<file path="src/vca_pkg.sv">
// Package for the velocity command arbiter: item structs, op, mode, source and
// register index codes. No dependencies.
package vca_pkg;

   localparam int TIME_BITS     = 32;
   localparam int VEL_BITS      = 32;
   localparam int TMO_BITS      = 31;
   localparam int CSR_IDX_BITS  = 3;
   localparam int CSR_DATA_BITS = 32;

   typedef enum logic [2:0] {
      OP_TICK    = 3'd0,
      OP_MANUAL  = 3'd1,
      OP_AUTO    = 3'd2,
      OP_MODE    = 3'd3,
      OP_AUTO_EN = 3'd4,
      OP_DEADMAN = 3'd5,
      OP_ESTOP   = 3'd6,
      OP_UNUSED  = 3'd7
   } op_type;

   typedef enum logic [1:0] {
      MODE_STOP   = 2'd0,
      MODE_MANUAL = 2'd1,
      MODE_AUTO   = 2'd2
   } mode_type;

   typedef enum logic [2:0] {
      SRC_ESTOP          = 3'd0,
      SRC_TRANSITION     = 3'd1,
      SRC_STOP           = 3'd2,
      SRC_MANUAL         = 3'd3,
      SRC_MANUAL_TIMEOUT = 3'd4,
      SRC_MANUAL_IDLE    = 3'd5,
      SRC_AUTO           = 3'd6,
      SRC_AUTO_WAIT      = 3'd7
   } source_type;

   // previous-source register holds one extra code for "nothing emitted yet"
   localparam logic [3:0] PREV_SRC_NONE = 4'd8;

   typedef enum logic [CSR_IDX_BITS-1:0] {
      CSR_MANUAL_TIMEOUT = 3'd0,
      CSR_AUTO_TIMEOUT   = 3'd1,
      CSR_MODE_HOLD      = 3'd2,
      CSR_NEEDS_DEADMAN  = 3'd3
   } csr_index_type;

   localparam logic [TMO_BITS-1:0] MANUAL_TIMEOUT_RST = 31'd500000;
   localparam logic [TMO_BITS-1:0] AUTO_TIMEOUT_RST   = 31'd500000;
   localparam logic [TMO_BITS-1:0] MODE_HOLD_RST      = 31'd150000;

   typedef struct packed {
      logic signed [VEL_BITS-1:0] lin_x;
      logic signed [VEL_BITS-1:0] lin_y;
      logic signed [VEL_BITS-1:0] lin_z;
      logic signed [VEL_BITS-1:0] ang_x;
      logic signed [VEL_BITS-1:0] ang_y;
      logic signed [VEL_BITS-1:0] ang_z;
   } vel_type;

   typedef struct packed {
      logic [2:0]                 op;
      logic [TIME_BITS-1:0]       now_time;
      logic [TIME_BITS-1:0]       cmd_stamp;
      logic signed [VEL_BITS-1:0] lin_x;
      logic signed [VEL_BITS-1:0] lin_y;
      logic signed [VEL_BITS-1:0] lin_z;
      logic signed [VEL_BITS-1:0] ang_x;
      logic signed [VEL_BITS-1:0] ang_y;
      logic signed [VEL_BITS-1:0] ang_z;
      logic [1:0]                 setting;
   } req_item_type;

   typedef struct packed {
      logic [2:0]                 source;
      logic                       source_changed;
      logic [TIME_BITS-1:0]       out_stamp;
      logic signed [VEL_BITS-1:0] out_lin_x;
      logic signed [VEL_BITS-1:0] out_lin_y;
      logic signed [VEL_BITS-1:0] out_lin_z;
      logic signed [VEL_BITS-1:0] out_ang_x;
      logic signed [VEL_BITS-1:0] out_ang_y;
      logic signed [VEL_BITS-1:0] out_ang_z;
   } rsp_item_type;

endpackage

</file>
<file path="src/velocity_command_arbiter.sv">
// Velocity command arbiter top level: event state, tick selection, result register.
// Depends on vca_pkg.

// One item is accepted per clock while req_stall is low. Event items (manual or auto
// command, mode, auto enable, deadman, estop) update stored state at the edge that
// accepts them and give no result; a tick item is arbitrated against the state left
// by all earlier items and its result appears in the output register in the
// following cycle. The only stall source is that single result register: req_stall
// is high while a result waits and rsp_stall holds it, so a stalled consumer costs
// one result of backlog and no more. Configuration writes are always ready.
module velocity_command_arbiter
   import vca_pkg::*;
(
   input  logic                     clock,
   input  logic                     reset,
   input  logic                     req_valid,
   output logic                     req_stall,
   input  req_item_type             req_item,
   output logic                     rsp_valid,
   input  logic                     rsp_stall,
   output rsp_item_type             rsp_item,
   input  logic                     csr_valid,
   output logic                     csr_ready,
   input  logic [CSR_IDX_BITS-1:0]  csr_index,
   input  logic [CSR_DATA_BITS-1:0] csr_data
);

   logic [TMO_BITS-1:0]  manual_tmo_ff, auto_tmo_ff, mode_hold_ff;
   logic                 needs_deadman_ff;

   mode_type             mode_ff;
   logic [TIME_BITS-1:0] mode_time_ff;
   logic                 manual_valid_ff, auto_valid_ff;
   logic [TIME_BITS-1:0] manual_time_ff, auto_time_ff;
   vel_type              manual_vel_ff, auto_vel_ff;
   logic                 auto_allowed_ff, deadman_ff, estop_ff;
   logic [3:0]           prev_src_ff;

   logic                 rsp_valid_ff;
   rsp_item_type         rsp_item_ff, rsp_item_in;

   logic                 req_accept, tick_accept, flag;
   mode_type             req_mode;
   vel_type              req_vel, sel_vel;
   source_type           src;
   logic [TIME_BITS-1:0] mode_elapsed, manual_age, auto_age;
   logic                 in_transition, manual_fresh, auto_fresh;

   assign req_stall   = rsp_valid_ff & rsp_stall;
   assign req_accept  = req_valid & ~req_stall;
   assign tick_accept = req_accept & (req_item.op == OP_TICK);
   assign flag        = (req_item.setting != 2'd0);
   assign csr_ready   = 1'b1;

   assign req_vel = '{lin_x: req_item.lin_x, lin_y: req_item.lin_y, lin_z: req_item.lin_z,
                      ang_x: req_item.ang_x, ang_y: req_item.ang_y, ang_z: req_item.ang_z};

   always_comb begin
      case (req_item.setting)
         2'd1:    req_mode = MODE_MANUAL;
         2'd2:    req_mode = MODE_AUTO;
         default: req_mode = MODE_STOP;
      endcase
   end

   // wrapping ages: a stamp ahead of now reads as very old
   assign mode_elapsed  = req_item.now_time - mode_time_ff;
   assign manual_age    = req_item.now_time - manual_time_ff;
   assign auto_age      = req_item.now_time - auto_time_ff;
   assign in_transition = mode_elapsed < {1'b0, mode_hold_ff};
   assign manual_fresh  = manual_valid_ff && (manual_time_ff != '0)
                          && (manual_age <= {1'b0, manual_tmo_ff});
   assign auto_fresh    = auto_valid_ff && (auto_time_ff != '0)
                          && (auto_age <= {1'b0, auto_tmo_ff});

   always_comb begin
      sel_vel = '0;
      if (estop_ff) begin
         src = SRC_ESTOP;
      end else if (in_transition) begin
         src = SRC_TRANSITION;
      end else begin
         case (mode_ff)
            MODE_MANUAL: begin
               if ((!needs_deadman_ff || deadman_ff) && manual_fresh) begin
                  src     = SRC_MANUAL;
                  sel_vel = manual_vel_ff;
               end else begin
                  src = deadman_ff ? SRC_MANUAL_TIMEOUT : SRC_MANUAL_IDLE;
               end
            end
            MODE_AUTO: begin
               if (auto_allowed_ff && auto_fresh) begin
                  src     = SRC_AUTO;
                  sel_vel = auto_vel_ff;
               end else begin
                  src = SRC_AUTO_WAIT;
               end
            end
            default: src = SRC_STOP;
         endcase
      end
   end

   always_comb begin
      rsp_item_in.source         = src;
      rsp_item_in.source_changed = ({1'b0, src} != prev_src_ff);
      rsp_item_in.out_stamp      = req_item.now_time;
      rsp_item_in.out_lin_x      = sel_vel.lin_x;
      rsp_item_in.out_lin_y      = sel_vel.lin_y;
      rsp_item_in.out_lin_z      = sel_vel.lin_z;
      rsp_item_in.out_ang_x      = sel_vel.ang_x;
      rsp_item_in.out_ang_y      = sel_vel.ang_y;
      rsp_item_in.out_ang_z      = sel_vel.ang_z;
   end

   // configuration registers
   always_ff @(posedge clock) begin
      if (reset) begin
         manual_tmo_ff    <= MANUAL_TIMEOUT_RST;
         auto_tmo_ff      <= AUTO_TIMEOUT_RST;
         mode_hold_ff     <= MODE_HOLD_RST;
         needs_deadman_ff <= 1'b1;
      end else if (csr_valid) begin
         case (csr_index)
            CSR_MANUAL_TIMEOUT: manual_tmo_ff    <= csr_data[TMO_BITS-1:0];
            CSR_AUTO_TIMEOUT:   auto_tmo_ff      <= csr_data[TMO_BITS-1:0];
            CSR_MODE_HOLD:      mode_hold_ff     <= csr_data[TMO_BITS-1:0];
            CSR_NEEDS_DEADMAN:  needs_deadman_ff <= csr_data[0];
            default: ;
         endcase
      end
   end

   // event state
   always_ff @(posedge clock) begin
      if (reset) begin
         mode_ff         <= MODE_STOP;
         mode_time_ff    <= '0;
         manual_valid_ff <= 1'b0;
         manual_time_ff  <= '0;
         manual_vel_ff   <= '0;
         auto_valid_ff   <= 1'b0;
         auto_time_ff    <= '0;
         auto_vel_ff     <= '0;
         auto_allowed_ff <= 1'b0;
         deadman_ff      <= 1'b0;
         estop_ff        <= 1'b0;
      end else if (req_accept) begin
         case (req_item.op)
            OP_MANUAL: begin
               manual_valid_ff <= 1'b1;
               manual_time_ff  <= req_item.cmd_stamp;
               manual_vel_ff   <= req_vel;
            end
            OP_AUTO: begin
               auto_valid_ff <= 1'b1;
               auto_time_ff  <= req_item.cmd_stamp;
               auto_vel_ff   <= req_vel;
            end
            OP_MODE: begin
               // same mode again keeps the change time
               if (req_mode != mode_ff) begin
                  mode_ff      <= req_mode;
                  mode_time_ff <= req_item.now_time;
               end
            end
            OP_AUTO_EN: auto_allowed_ff <= flag;
            OP_DEADMAN: deadman_ff      <= flag;
            OP_ESTOP:   estop_ff        <= flag;
            default: ;
         endcase
      end
   end

   // result register
   always_ff @(posedge clock) begin
      if (reset) begin
         rsp_valid_ff <= 1'b0;
         prev_src_ff  <= PREV_SRC_NONE;
      end else if (tick_accept) begin
         rsp_valid_ff <= 1'b1;
         prev_src_ff  <= {1'b0, src};
      end else if (!rsp_stall) begin
         rsp_valid_ff <= 1'b0;
      end
   end

   always_ff @(posedge clock) begin
      if (tick_accept) begin
         rsp_item_ff <= rsp_item_in;
      end
   end

   assign rsp_valid = rsp_valid_ff;
   assign rsp_item  = rsp_item_ff;

endmodule

</file>
<file path="config.mk">
export PLATFORM = sky130hd
export DESIGN_NAME = velocity_command_arbiter
export DESIGN_NICKNAME = d
export VERILOG_FILES = /design/src/vca_pkg.sv /design/src/velocity_command_arbiter.sv
export SDC_FILE = /design/constraint.sdc
export NUM_CORES = 2
export LEC_CHECK = 0
export CAP_MARGIN = 20
export CORE_MARGIN = 10
export CORE_UTILIZATION = 28
export DETAILED_ROUTE_END_ITERATION = 7
export DONT_BUFFER_PORTS = 1
export PLACE_DENSITY = 0.43
export SYNTH_ARGS = -nofsm -noshare
export SYNTH_HDL_FRONTEND = slang
export SYNTH_SLANG_ARGS = --single-unit
</file>
<file path="constraint.sdc">
create_clock -name clock -period 8.6 [get_ports clock]
set_input_delay 1.29 -clock clock [delete_from_list [all_inputs] [get_ports clock]]
set_output_delay 1.29 -clock clock [all_outputs]
set_load 0.02 [all_outputs]
</file>
==> flow_metrics.py <==
metrics = {
    "finish": {
        "syn_to_final_growth_pct": 13.7,
        "layout.cells.non_filler": 5984,
        "n_fill_cell": 13900,
        "mostFrequentLayoutCell": "nand2_1",
        "area.sequential_sq_um": 18600,
        "multi_input_area_sq_um": 16500,
        "mostFrequentLayoutCells": "1123 x nand2_1, 617 x a21oi_1, 586 x dfxtp_1, 302 x nor2_1, 228 x edfxtp_1",
        "fin_nets": 4636,
        "drive_above_1_share": 0.0504,
    },
    "worst_setup_path": {
        "required_ns": 9.04,
        "end_kind": "register",
        "cp-startpoint": "req_item[226]",
        "crit_fanout": 4,
        "worstPathArrival_ns": 7.61,
        "worst-r2r-cell-count": 23,
        "startpoint_type": "primary input",
        "r2r_setup_slack_ns": 1.64,
        "cp-endpoint": "rsp_item[224]",
        "cp.buffers_inverters": 1,
        "crit_path_max_incr_delay_ns": 0.55,
        "worst_path_max_delay_cell": "or4_1",
        "cp_top_family": "compound AO/OA/AOI/OAI gates",
        "worst_r2r_endpoint": "rsp_item[224]",
        "path_cells": "inv_1 -> ha_1 -> fa_1 -> nor2b_1 -> o31a_2 -> o211ai_1 -> a31oi_1 -> o221ai_1 -> a31oi_1 -> a221oi_1 -> o21bai_1 -> a21oi_1 -> xnor2_1 -> ha_1 -> nand4_1 -> nor4_1 -> and4_1 -> nand4_1 -> o21ai_0 -> a21o_1 -> nand4_2 -> a211oi_1 -> xor2_1 -> or4_1",
        "r2r-start": "manual_time_ff[7]",
        "critPathKind": "in2reg",
        "path_depth": 24,
    },
    "synthesis": {
        "synth-main-ff-cell": "dfxtp_1",
        "synthAdderAreaFrac": 0.0652,
        "synth.avg_cell_area_sq_um": 8.63,
        "synth_area_sq_um": 36800,
        "syn_inst": 4267,
        "synthArstFlopShare": 0,
        "ys_warn_count": 0,
        "synth_edf_count": 228,
        "synth_seq_cells": 814,
        "synth-compound-area-share": 0.175,
        "synth.mux.area_fraction": 0.0105,
        "synth-seq-area-share": 0.504,
        "synthXorXnorAreaFrac": 0.0195,
        "yosys.area_share.simple": 0.177,
        "synth_fp_nets": 4758,
        "synth_top_family_by_area": "simple AND/OR/NAND/NOR gates",
        "ys_types": 88,
    },
    "place": {
        "place.detailed.hpwl_um": 84300,
        "gp_congestion": 0.785,
        "placed_cells": 5799,
        "pre_cts_slack_ns": 0.791,
        "io_buffer_count": 0,
    },
    "min_path": {
        "worstHoldPathType": "reg2reg",
    },
    "sta": {
        "setup_ws_ns": 1.43,
        "rsz0062_at_grt": "no",
        "tightest_slew_ns": 1.25,
        "maxSlewHeadroom": 0.169,
        "finalClockSkew_ns": 0.0441,
        "tns_ns": 0,
        "period_share": 0.834,
        "setup_viol": 0,
        "drv_slew": 0,
        "max_freq_ghz": 0.139,
        "worst_hold_slack_ns": 0.452,
        "hold_viol_final": 0,
        "min_period_ns": 7.17,
    },
    "die": {
        "dieArea_sq_um": 146000,
        "fp.dieW_um": 383,
        "start_util": 0.281,
        "coreArea_sq_um": 131000,
        "rows": 133,
        "die_h_um": 383,
        "ios": 532,
    },
    "detailed_routing": {
        "first_pass_iters": 6,
        "wl_per_cell_um": 21.2,
        "vias_per_cell": 4.83,
        "drc_errors": 0,
        "drtIter0Drc": 1974,
        "drt-total-wl_um": 127000,
        "ant_nets": 0,
        "num_vias": 28900,
    },
    "run_status": {
        "outcome": "completed",
    },
    "clocking": {
        "cts-htree-levels": 3,
        "cts_resized": 0,
        "clock_latency_ns": 0.73,
        "ctsHoldBuffers": 0,
        "clock_path_buffers": 3,
        "clkSinkCount": 814,
        "clk_pin_slew_ns": 0.06,
        "cts_tree": "yes",
        "cts_buffers": 97,
        "post_cts_buffers": 0,
        "cts_root_buf": "clkbuf_16",
    },
    "power": {
        "power_w": 0.00904,
        "leakage_nw": 13.6,
        "powerDensity_nw_per_um2": 216,
        "ir_worst_vdd_mv": 0.147,
    },
    "global_routing": {
        "grt_use_total": 0.166,
        "grt_max_degree": 565,
        "grt_pass1_vias": 27700,
        "grt_antenna_before_repair": 13,
        "grt_overflow": 0,
        "grt_pass1_wl_um": 185000,
    },
    "flow_run": {
        "max_cap_viol_count": 0,
    },
}
per-stage QoR:
stage	area, sq um	utilization
global route	41900	0.319
finish	41900	0.319
CTS	41800	0.319
detailed placement	38500	0.294
global placement	38500	0.294
floorplan	36800	-
tightest hold or removal path: stages (launching register included):
cell and delay [ns]:
dfxtp_1 0.30, nand2_1 0.05, a21oi_1 0.05
logic make-up after synthesis:
kind of cell,count (synthesis)
buf+inv,471
xor+xnor,82
flops,814
mux,38
compound gates,1062
simple gates,1609
other cells,1
fa+ha+maj,190
cell type report:
class / instances / area share
flip-flops and latches: 814 / 0.443
multi-input cells: 2982 / 0.394
repair buffers: 33 / 0.0105
diodes: 1 / 0.0000597
clock inverters: 40 / 0.0132
inverters: 217 / 0.0196
well taps: 1755 / 0.0524
clock buffers: 142 / 0.0665
synth_stat cells, types with 9 or more instances:
library cell,number,area (sq um)
mux2i_1,37,370
buf_2,21,105
nor2b_1,19,119
nor3_1,24,120
o21ai_1,9,45.0
edfxtp_1,228,6850
nor4_1,19,119
a211oi_1,10,75.1
a21oi_1,617,3090
clkbuf_1,215,807
o21bai_1,14,105
o21a_1,21,158
nand3_1,27,135
buf_1,17,63.8
a22oi_1,192,1440
nand2_1,1125,4220
o21ai_0,44,220
nand4_1,24,150
nor2_1,304,1140
dfxtp_1,586,11700
o211ai_1,38,285
ha_1,187,2340
and3_1,9,56.3
inv_1,216,811
xnor2_1,57,499
nand2b_1,16,100
xor2_1,25,219
a21o_1,41,308
registers in the layout, summed over array words and instances (netlist names), 2 cells and up:
register	flops
manual_time_ff	32
mode_hold_ff	31
mode_time_ff	32
manual_vel_ff	192
prev_src_ff	4
mode_ff	2
auto_time_ff	32
rsp_item	228
manual_tmo_ff	31
auto_vel_ff	192
auto_tmo_ff	31
power breakdown:
group | total, W | switching (W) | internal (W)
logic | 0.000638 | 0.000383 | 0.000255
registers | 0.00410 | 0.0000836 | 0.00402
clock network | 0.00430 | 0.00177 | 0.00254
metal layers:
layer,share of wire,vias up,GRT usage
met5,0.0011,-,0
met4,0.039,20,0.0624
met3,0.086,214,0.0650
met2,0.46,644,0.266
met1,0.41,13700,0.198
li1,-,14300,-
how the worst min path moves through the flow:
stage	startpoint	endpoint	cells after the start
CTS	prev_src_ff[3]	prev_src_ff[3]	2
finish	auto_vel_ff[180]	auto_vel_ff[180]	2
global placement	manual_vel_ff[19]	manual_vel_ff[19]	2
global route	auto_vel_ff[169]	auto_vel_ff[169]	2
floorplan	prev_src_ff[3]	prev_src_ff[3]	2
detailed placement	prev_src_ff[3]	prev_src_ff[3]	2
(Power assumes the default switching activity.)
